**src/rtl/huffman_weight_table_decoder_assert.svh**
```systemverilog
// Assertion macros for the Huffman weight table decoder.
// Used by the top level only; needs clk and arst_n in scope.
`ifndef HUFFMAN_WEIGHT_TABLE_DECODER_ASSERT_SVH
`define HUFFMAN_WEIGHT_TABLE_DECODER_ASSERT_SVH
// Same-cycle implication, disabled during reset.
`define HWTD_ASSERT_IMP(label, ante, cons, msg) \
	label: assert property (@(posedge clk) disable iff (!arst_n) (ante) |-> (cons)) \
		else $error(msg);
// Next-cycle implication, disabled during reset.
`define HWTD_ASSERT_NXT(label, ante, cons, msg) \
	label: assert property (@(posedge clk) disable iff (!arst_n) (ante) |=> (cons)) \
		else $error(msg);
`endif

```
**src/rtl/hwtd_pkg.sv**
```systemverilog
// Shared types and constants of the Huffman weight table decoder.
// No dependencies; imported by the controller, datapath, top level and bench.
`timescale 1ns / 1ps
`default_nettype none
package hwtd_pkg;
	localparam int WINDOW_W    = 11;
	localparam int WEIGHT_W    = 4;
	localparam int TB_W        = 4;
	localparam int SYM_W       = 8;
	localparam int BC_W        = 4;
	localparam int STAT_W      = 3;
	localparam int TOTAL_W     = 20;
	localparam int RANKS       = 13;
	localparam int RANK_W      = 4;
	localparam int MAX_WEIGHT  = 12;
	localparam int IN_TDATA_W  = 16;
	localparam int OUT_TDATA_W = 24;

	typedef enum logic [STAT_W-1:0] {
		ST_OK, ST_BAD_COUNT, ST_WEIGHT_LARGE, ST_NO_SYMBOLS,
		ST_TOO_LARGE, ST_BAD_SUM, ST_BAD_TERMINAL, ST_NO_TABLE
	} status_t;

	typedef enum logic [2:0] {
		S_IDLE, S_CHK1, S_CHK2, S_PREFIX, S_RD, S_LD, S_WR, S_DONE
	} ctl_state_t;

	typedef struct packed {
		logic idle;
		logic chk1;
		logic chk2;
		logic prefix;
		logic rd;
		logic ld;
		logic wr;
		logic finish;
	} cmd_t;

	typedef struct packed {
		logic start;
		logic chk_fail;
		logic prefix_last;
		logic fill_end;
		logic wr_last;
		logic s1_free;
	} sts_t;

	// Number of significant bits of a value (0 for zero).
	function automatic logic [4:0] width_of(input logic [TOTAL_W-1:0] v);
		logic [4:0] n;
		n = 5'd0;
		for (int i = 0; i < TOTAL_W; i++) begin
			if (v[i]) begin
				n = 5'(i + 1);
			end
		end
		return n;
	endfunction
endpackage
`default_nettype wire

```
**src/rtl/hwtd_ctl.sv**
```systemverilog
// Build sequencer of the Huffman weight table decoder.
// Depends on hwtd_pkg; drives commands to hwtd_dp and reads its status.
`timescale 1ns / 1ps
`default_nettype none
module hwtd_ctl
	import hwtd_pkg::*;
(
	input  wire  clk,
	input  wire  arst_n,
	input  sts_t sts,
	output cmd_t cmd
);
	ctl_state_t state_q, state_d;

	always_ff @(posedge clk or negedge arst_n) begin
		if (!arst_n) begin
			state_q <= S_IDLE;
		end else begin
			state_q <= state_d;
		end
	end

	always_comb begin
		state_d = state_q;
		case (state_q)
			S_IDLE: begin
				if (sts.start) state_d = S_CHK1;
			end
			S_CHK1: begin
				state_d = sts.chk_fail ? S_DONE : S_CHK2;
			end
			S_CHK2: begin
				state_d = sts.chk_fail ? S_DONE : S_PREFIX;
			end
			S_PREFIX: begin
				if (sts.prefix_last) state_d = S_RD;
			end
			S_RD: state_d = S_LD;
			S_LD: state_d = S_WR;
			S_WR: begin
				if (sts.wr_last) state_d = sts.fill_end ? S_DONE : S_RD;
			end
			S_DONE: begin
				if (sts.s1_free) state_d = S_IDLE;
			end
			default: state_d = S_IDLE;
		endcase
	end

	always_comb begin
		cmd = '0;
		case (state_q)
			S_IDLE:   cmd.idle   = 1'b1;
			S_CHK1:   cmd.chk1   = 1'b1;
			S_CHK2:   cmd.chk2   = 1'b1;
			S_PREFIX: cmd.prefix = 1'b1;
			S_RD:     cmd.rd     = 1'b1;
			S_LD:     cmd.ld     = 1'b1;
			S_WR:     cmd.wr     = 1'b1;
			S_DONE:   cmd.finish = sts.s1_free;
			default:  cmd = '0;
		endcase
	end
endmodule
`default_nettype wire

```
**config.mk**
```make
export PLATFORM = sky130hd
export DESIGN_NAME = hwtd_ctl
export DESIGN_NICKNAME = d
export VERILOG_FILES = /design/src/rtl/huffman_weight_table_decoder_assert.svh /design/src/rtl/hwtd_pkg.sv /design/src/rtl/hwtd_ctl.sv
export SDC_FILE = /design/constraint.sdc
export NUM_CORES = 1
export LEC_CHECK = 0
export BUFFER_PORTS_ARGS = -buffer_cell sky130_fd_sc_hd__buf_2
export CORE_AREA = 4 4 41 43
export CTS_CLUSTER_SIZE = 8
export DETAILED_ROUTE_END_ITERATION = 10
export DIE_AREA = 0 0 45 47
export HOLD_SLACK_MARGIN = 0.15
export PLACE_DENSITY_LB_ADDON = 0.25
export SLEW_MARGIN = 20
export SYNTH_ARGS = -nofsm -noshare
export SYNTH_HDL_FRONTEND = slang
export SYNTH_SLANG_ARGS = --single-unit
```
**constraint.sdc**
```tcl
create_clock -name clk -period 1.3 [get_ports clk]
set_clock_uncertainty 0.05 [all_clocks]
set_input_delay 0.26 -clock clk [delete_from_list [all_inputs] [get_ports clk]]
set_output_delay 0.26 -clock clk [all_outputs]
set_load 0.01 [all_outputs]
```
### Yosys cells after proc, flatten, opt, wreduce, memory -nomap -nowiden

Cells that the tools add are included.

* bits in registers: 3
* output and inout bits: 8
* word-level logic and storage cells: 30
* input port bits: 8

* reduce and logical (&&, ||, !) cells: 2
* equal/unequal tests: 11
* multiplexer cells: 16

Operator list (count)
* case mux 3 bit (8 select lines): 1
* two-way mux 3 bit: 6
* == test 3 bit, second input constant: 4
* two-way mux 1 bit: 8
* inequality test 2 bit, second input constant: 4
* == test 3 x 2 -> 1 bit, second input constant: 2
* AND reduction 4 bit: 1
* == test 3 x 1 -> 1 bit, second input constant: 1
* logical NOT 3 bit: 1
* two-way mux 2 bit: 1

### Logic depth before layout (Yosys ltp)

Gate-level depths: netlist (run 1).

* depth in word-level cells: 3
* mapped depth: 4
* gate-level depth less buffers: 3

### Least setup slack after synthesis (run 1)

No wires, ideal clock.

* path type: reg2out
* start: register state_q[1]
* end: output cmd[2] (netlist bit)
* arrival time: 880 ps
* path slack: 110 ps
* stages on the path, launching flop included: 4
* path buffers: 1
* data required time: 990 ps
* cell sequence: dfrtp_1 buf_2 nand2b_1 nor2_1

RTL lines
* start, declared: RTL line hwtd_ctl.sv:13 `ctl_state_t state_q, state_d;`
* start signal, assigned: RTL line hwtd_ctl.sv:19 `state_q <= state_d;`
* end, declared: RTL line hwtd_ctl.sv:11 `output cmd_t cmd`

==> results.py, run 1 <==
metrics = {
    "worst_setup_path": {
        "reg2reg_slack_ps": -20,
        "r2r-start": "state_q[1]$_DFFE_PN0P_",
        "cp-start-kind": "register",
        "critical_path_peak_fanout": 5,
        "crit_arrival_ps": 1130,
        "r2r_cells": 4,
        "worst_ep_required_time_ps": 990,
        "worstSetupPathType": "reg2out",
        "cp-end-kind": "output port",
        "worstReg2RegEnd": "state_q[1]$_DFFE_PN0P_",
    },
    "timing": {
        "period_share": 1.11,
        "rsz0062_at_grt": "yes",
        "relSlewSlack": 0.840,
        "period_minus_slack_ps": 1440,
        "timing.final.max_slew_violations": 0,
        "fin_ws_ps": -143,
        "max_freq_mhz": 693,
        "hold_viol": 0,
        "max_slew.worst_pin.slew_ps": 238,
        "finalSetupViolCount": 9,
        "setup_tns_ps": -791,
    },
    "synth": {
        "synth_nets": 44,
        "mappedNetlistArea_um2": 282,
        "syn_inst": 36,
        "ys_seq_area_frac": 0.267,
        "avgSynthCellArea_um2": 7.82,
        "synth.distinct_cells": 21,
        "synth_seq_cells": 3,
        "yosysWarnings": 0,
        "synth_top_area_frac": 0.267,
        "yosysTopAreaCell": "dfrtp_1",
        "synthTopCellsByArea": "dfrtp_1 27%, nor2_1 8.0%, nor3_1 5.3%, a211oi_2 4.4%, a31oi_1 4.4%",
    },
    "global_route": {
        "grt_max_degree": 11,
        "antenna_found_initial": 0,
        "overflow": 0,
        "grt_pass1_wl_mm": 1.42,
        "grt_pass1_vias": 353,
        "track_usage": 0.0998,
    },
    "finish": {
        "fin_nets": 74,
        "largestRegisters": "state_q x3",
        "regMostFlops": "state_q",
        "n_antenna_cell": 0,
        "syn_to_final_growth_pct": 94.2,
        "largest_reg_flops": 3,
        "drive_gt1_frac": 0.662,
    },
    "clock_tree": {
        "cts_inserted_buffers": 3,
        "cts_tree": "built",
        "h-tree-depth": 1,
        "cts-root-buf": "clkbuf_4",
        "clk_latency_ps": 230,
        "clock_path_buffers": 2,
        "cts_sinks": 3,
        "clkTransAtPathRegs_ps": 40,
    },
    "routing": {
        "highest_layer": "met4",
        "wl_um": 952,
        "wl_met3_um": 32,
        "ant_nets": 0,
        "wl_per_cell_um": 11.9,
        "wl_met1_um": 353,
        "vias_per_cell": 4.46,
        "met2WireLength_um": 526,
        "drc": 0,
        "drt_pass1_iterations": 1,
        "first_iter_violations": 0,
        "vias": 357,
    },
    "place": {
        "routabilityCongestion": 0.741,
        "io_buffers": 15,
        "post-place-ws_ps": -24.4,
        "dp_hpwl_um": 603,
    },
    "die": {
        "die_w_um": 45,
        "design.core.area_um2": 1300,
        "die_y_um": 47,
        "rows": 13,
        "io_pins": 16,
        "fp.dieArea_um2": 2120,
        "start_util": 0.216,
    },
    "run": {
        "drv_cap": 0,
    },
    "min_path": {
        "min_path_type": "in2async",
    },
    "power": {
        "vdd_ir_drop_max_v": 0.00117,
        "p_per_area_nw_per_um2": 2470,
        "power_leakage_nw": 0.273,
    },
    "run_status": {
        "status": "finished with violations",
        "violations": "setup timing",
    },
}
## Yosys cell counts
library cell,instances
nor3_1,3
a31oi_1,2
maj3_1,1
o211ai_1,1
inv_1,2
a2bb2oi_1,1
buf_6,1
nand2b_1,1
mux2i_1,1
buf_4,1
dfrtp_1,3
nor2_1,6
nand2_1,3
a21oi_1,2
and4bb_2,1
and3_1,1
nor4_2,1
and2_1,2
a211oi_2,1
o21ai_0,1
buf_2,1
## final cells by class
cell class	count	area, µm²
fillers	130	754
inverters	2	7.51
clock buffers	4	26.3
flip-flops and latches	3	78.8
repair buffers	28	200
well taps	15	18.8
multi-input cells	28	215
## worst max-delay path, cell delays in order, from the launching register on
cell	delay [ps]
dfrtp_2	440
buf_6	140
nor3_4	170
buf_2	150
## timing repair
| action | 4_1_cts | 5_1_grt |
|---|---|---|
| pin swaps | 5 | 4 |
| endpoints found under the hold margin | 3 | 0 |
| buffers inserted | 5 | 4 |
| resized for setup | 8 | 12 |
| hold buffers | 1 | 0 |
| setup endpoints to repair | 9 | 11 |
## stage by stage
step,hold WS (ps),total power [mW],utilization,std cells,cell area (µm²)
6_report,291,1.35,0.420,80,547
5_1_grt,288,1.47,0.420,80,547
3_5_place_dp,5.33,0.753,0.288,66,374
3_3_place_gp,9.21,0.758,0.288,66,374
2_1_floorplan,-85.6,0.607,-,36,282
4_1_cts,281,1.10,0.363,76,472
## worst max-delay path by stage
stage	from	to
2_1_floorplan	state_q[1]$_DFFE_PN0P_	cmd[2]
3_3_place_gp	state_q[1]$_DFFE_PN0P_	cmd[7]
3_5_place_dp	state_q[0]$_DFFE_PN0P_	state_q[1]$_DFFE_PN0P_
4_1_cts	state_q[1]$_DFFE_PN0P_	cmd[1]
5_1_grt	state_q[0]$_DFFE_PN0P_	cmd[7]
6_report	state_q[0]$_DFFE_PN0P_	cmd[7]
## where the power goes
group / internal, mW / total [mW] / switching [mW]
logic: 0.531 / 0.958 / 0.427
clock network: 0.115 / 0.163 / 0.0480
registers: 0.149 / 0.227 / 0.0779
## cells by family after synthesis
kind of cell | after synthesis | share of synthesized area
AOI/OAI and AO/OA | 8 | 0.200
adders and majority gates | 1 | 0.0356
buffers and inverters | 5 | 0.111
DFF | 3 | 0.267
muxes | 1 | 0.0356
and+or+nand+nor | 18 | 0.351
## cells in the final DEF (no fill, tap or decap), types with 2 or more instances in the layout
cell | Yosys | layout
and2_4 | 0 | 2
dfrtp_2 | 0 | 3
a31oi_1 | 2 | 2
nand2_1 | 3 | 3
buf_4 | 1 | 7
buf_2 | 1 | 14
clkbuf_4 | 0 | 3
buf_6 | 1 | 6
nor2_1 | 6 | 5
a21oi_1 | 2 | 2
inv_1 | 2 | 2
## routing by layer
metal,vias to the layer above,track usage
met2,9,0.181
li1,185,-
met5,-,0
met3,4,0.0268
met1,159,0.0847
met4,0,0.105
No activity file was read; power rests on OpenSTA's default activity.
==> run 2: changes to the inputs <==
- clock period: 1.3 -> 1.85 ns (I/O delays scaled with it)
==> results.py, run 2 (synthesized netlist as in run 1, its figures left out) <==
metrics = {
    "clock_tree": {
        "clk_latency_ps": 230,
        "cts_tree": "built",
        "cts_inserted_buffers": 3,
        "post-cts-setup-buffers": 0,
        "cts-root-buf": "clkbuf_4",
        "cts_resized": 0,
        "cts_sinks": 3,
        "h-tree-depth": 1,
        "cts.hold.buffers_added": 1,
        "clock_path_buffers": 2,
        "clkTransAtPathRegs_ps": 40,
    },
    "worst_setup_path": {
        "cp-start-kind": "register",
        "critical_path_peak_fanout": 13,
        "cp-end-kind": "output port",
        "worstSetupPathType": "reg2out",
        "critPathSlowestCell": "dfrtp_1",
        "worst_ep_required_time_ps": 1430,
        "slowest_delay_ps": 540,
        "crit_arrival_ps": 1250,
        "worst_path_most_repeated_cell": "and2_1",
        "path_cells": "and2_1 -> and2_1 -> buf_2",
    },
    "routing": {
        "vias_per_cell": 4.46,
        "vias": 303,
        "wl_per_cell_um": 10.0,
        "first_iter_violations": 4,
        "wl_um": 683,
        "drt_pass1_iterations": 4,
        "ant_nets": 0,
        "drc": 0,
    },
    "finish": {
        "syn_to_final_growth_pct": 37.8,
        "drive_gt1_frac": 0.396,
        "layout_commonest_cell": "buf_2",
        "n_antenna_cell": 0,
        "final_cell_mix": "15 x buf_2, 6 x nor2_1",
        "final_core_util": 0.298,
        "largestRegisters": "state_q x3",
        "regMostFlops": "state_q",
        "fin_nets": 62,
        "largest_reg_flops": 3,
    },
    "timing": {
        "timing.final.max_slew_violations": 0,
        "period_share": 0.904,
        "hold_viol": 0,
        "relSlewSlack": 0.769,
        "rsz0062_at_grt": "no",
        "max_slew.worst_pin.slew_ps": 346,
        "setup_tns_ps": 0,
        "max_freq_mhz": 598,
        "fin_ws_ps": 177,
        "period_minus_slack_ps": 1670,
        "whs_ps": 414,
        "finalSetupViolCount": 0,
    },
    "die": {
        "fp.dieArea_um2": 2120,
        "io_pins": 16,
        "rows": 13,
        "start_util": 0.216,
        "design.core.area_um2": 1300,
        "die_w_um": 45,
        "die_y_um": 47,
    },
    "power": {
        "p_total_mw": 0.601,
        "p_per_area_nw_per_um2": 1550,
        "power_leakage_nw": 0.196,
        "vdd_ir_drop_max_v": 0.000579,
    },
    "run": {
        "drv_cap": 0,
    },
    "place": {
        "dp_hpwl_um": 529,
        "routabilityCongestion": 0.802,
        "io_buffers": 15,
        "post-place-ws_ps": 420,
    },
    "global_route": {
        "track_usage": 0.0736,
        "grt_max_degree": 14,
        "grt_pass1_vias": 261,
        "grt_pass1_wl_mm": 1.07,
        "overflow": 0,
        "antenna_found_initial": 0,
    },
    "run_status": {
        "status": "complete, no violations",
    },
    "min_path": {
        "min_path_type": "in2async",
    },
}
[run 2: cell types whose count changed in the layout (fill, tap and decap cells not counted), sizes merged]
cell and delta:
buf -12
[run 2: path summary, 6_finish.rpt]
| kind | start | endpoint | cells after the start | slack [ps] |
|---|---|---|---|---|
| min | arst_n | state_q[2]$_DFFE_PN0P_ | 2 | 410 |
| min in group clk | sts[5] | state_q[1]$_DFFE_PN0P_ | 3 | 430 |
| max in group asynchronous | arst_n | state_q[0]$_DFFE_PN0P_ | 2 | 1230 |
| max reg2reg | state_q[2]$_DFFE_PN0P_ | state_q[1]$_DFFE_PN0P_ | 3 | 550 |
| max | state_q[1]$_DFFE_PN0P_ | cmd[1] | 3 | 180 |
| min reg2reg | state_q[0]$_DFFE_PN0P_ | state_q[2]$_DFFE_PN0P_ | 1 | 670 |
[run 2: critical path: cells and delay by family, from the launching register on]
family | cells | cell delay (ps)
buffers and inverters | 1 | 120
AND/OR/NAND/NOR | 2 | 360
flip-flops | 1 | 540
[run 2: layer usage]
metal	global-route usage	wire length, µm	part of all wire	vias to the layer above
met2	0.119	341	0.50	7
li1	-	-	-	162
met1	0.0732	291	0.43	132
met3	0.0268	35	0.051	2
met4	0.0702	15	0.022	0
met5	0	0	0	-
[run 2: metrics by stage]
stage / cells / instance area [µm²]
after floorplan: 36 / 282
after global placement: 63 / 352
after detailed placement: 63 / 352
after CTS: 68 / 388
after global routing: 68 / 388
final: 68 / 388
[run 2: where the power goes]
group	internal, mW	total [mW]	switching [mW]
clock network	0.0807	0.113	0.0324
logic	0.149	0.299	0.151
registers	0.0976	0.189	0.0914
[run 2: area by class of cell]
cell class,count,area [µm²]
Fill cell,161,913
Clock buffer,4,26.3
Sequential cell,3,75.1
Inverter,2,7.51
Timing Repair Buffer,16,85.1
Multi-Input combinational cell,28,175
Tap cell,15,18.8
==> run 3: changes to the inputs <==
- BUFFER_PORTS_ARGS: -buffer_cell sky130_fd_sc_hd__buf_2 -> -buffer_cell sky130_fd_sc_hd__buf_4
- CTS_BUF_LIST: not set -> sky130_fd_sc_hd__clkbuf_8
==> results.py, run 3 (synthesized netlist as in run 1, its figures left out) <==
metrics = {
    "power": {
        "power_leakage_nw": 0.215,
        "vdd_ir_drop_max_v": 0.000585,
        "p_per_area_nw_per_um2": 1600,
    },
    "clock_tree": {
        "post-cts-setup-buffers": 0,
        "clk_latency_ps": 210,
        "clkTransAtPathRegs_ps": 30,
        "cts-root-buf": "clkbuf_8",
        "cts_tree": "built",
        "h-tree-depth": 1,
        "cts_inserted_buffers": 3,
        "cts_sinks": 3,
        "clock_path_buffers": 2,
    },
    "finish": {
        "fin_nets": 62,
        "syn_to_final_growth_pct": 57.8,
        "largest_reg_flops": 3,
        "final_core_util": 0.341,
        "final_cell_mix": "15 x buf_4, 6 x nor2_1",
        "largestRegisters": "state_q x3",
        "layout_commonest_cell": "buf_4",
        "regMostFlops": "state_q",
        "n_antenna_cell": 0,
        "drive_gt1_frac": 0.396,
    },
    "run_status": {
        "status": "complete, no violations",
    },
    "die": {
        "die_y_um": 47,
        "rows": 13,
        "start_util": 0.216,
        "io_pins": 16,
        "die_w_um": 45,
        "fp.dieArea_um2": 2120,
        "design.core.area_um2": 1300,
    },
    "worst_setup_path": {
        "worst_ep_required_time_ps": 1430,
        "critPathSlowestCell": "dfrtp_1",
        "r2r-start": "state_q[0]$_DFFE_PN0P_",
        "cp-start-kind": "register",
        "critical_path_peak_fanout": 12,
        "crit_arrival_ps": 1240,
        "r2r_cells": 3,
        "worstReg2RegEnd": "state_q[1]$_DFFE_PN0P_",
        "reg2reg_slack_ps": 550,
        "slowest_delay_ps": 490,
        "worstSetupPathType": "reg2out",
        "cp-end-kind": "output port",
        "path_cells": "and2_1 -> and2_1 -> buf_4",
        "worst_path_most_repeated_cell": "and2_1",
    },
    "run": {
        "drv_cap": 0,
    },
    "routing": {
        "first_iter_violations": 2,
        "ant_nets": 0,
        "vias": 306,
        "drc": 0,
        "wl_per_cell_um": 10.6,
        "vias_per_cell": 4.50,
        "drt_pass1_iterations": 2,
        "wl_um": 721,
    },
    "timing": {
        "hold_viol": 0,
        "period_share": 0.898,
        "rsz0062_at_grt": "no",
        "relSlewSlack": 0.759,
        "max_slew.worst_pin.slew_ps": 362,
        "max_freq_mhz": 602,
        "finalSetupViolCount": 0,
        "period_minus_slack_ps": 1660,
        "setup_tns_ps": 0,
        "timing.final.max_slew_violations": 0,
    },
    "global_route": {
        "grt_max_degree": 14,
        "antenna_found_initial": 0,
        "track_usage": 0.0737,
        "grt_pass1_wl_mm": 1.09,
        "overflow": 0,
        "grt_pass1_vias": 264,
    },
    "min_path": {
        "min_path_type": "in2async",
    },
    "place": {
        "io_buffers": 15,
        "routabilityCongestion": 0.800,
        "dp_hpwl_um": 557,
    },
}
-- run 3: cell count changes in the layout (fill, tap and decap cells not counted), sizes merged --
| cell | delta |
|---|---|
| clkbuf | -1 |
| inv | +1 |
-- run 3: timing repair --
| item | CTS | global route |
|---|---|---|
| hold buffers | 1 | 0 |
| gates resized for setup | 0 | 0 |
| endpoints found under the hold margin | 3 | 0 |
-- run 3: per-stage QoR --
step,std cells,power (mW),setup slack (ps),hold slack [ps],area (µm²)
after floorplan,36,0.427,550,24.4,282
after global placement,63,0.536,427,111,389
after detailed placement,63,0.531,402,111,389
after CTS,68,0.722,176,423,444
after global routing,68,0.769,80.8,446,444
final,68,0.710,189,430,444
-- run 3: report_power, final --
part	internal (mW)	total [mW]	leakage, nW	switching [mW]
Combinational	0.181	0.335	0.155	0.154
Sequential	0.0976	0.193	0.0332	0.0954
Clock	0.141	0.182	0.0269	0.0413
Total	0.420	0.710	0.215	0.290
-- run 3: worst max-delay path, delay by kind of cell, from the launching register on --
| kind | cells | cell delay [ps] |
|---|---|---|
| buffers and inverters | 1 | 130 |
| DFF | 1 | 490 |
| and+or+nand+nor | 2 | 410 |
-- run 3: area by class of cell --
type	count	area, µm²
sequential	3	75.1
fill	150	857
inverter	2	7.51
timing repair buffer	16	123
clock inverter	1	3.75
clock buffer	3	41.3
multi-input combinational	28	175
tap	15	18.8
-- run 3: metal layers --
layer	track usage	wire length (µm)
met1	0.0872	325
met2	0.110	344
met3	0.0153	36
met4	0.0702	14
met5	0	0
-- run 3: worst max path at each step --
stage               slack, ps              startpoint  cells after the start  endpoint
floorplan                 550  state_q[1]$_DFFE_PN0P_                      3    cmd[2]
detailed placement        400  state_q[2]$_DFFE_PN0P_                      3    cmd[1]
finish                    190  state_q[2]$_DFFE_PN0P_                      3    cmd[1]
CTS                       180  state_q[2]$_DFFE_PN0P_                      3    cmd[1]
global placement          430  state_q[2]$_DFFE_PN0P_                      3    cmd[1]
global route               80  state_q[2]$_DFFE_PN0P_                      3    cmd[5]
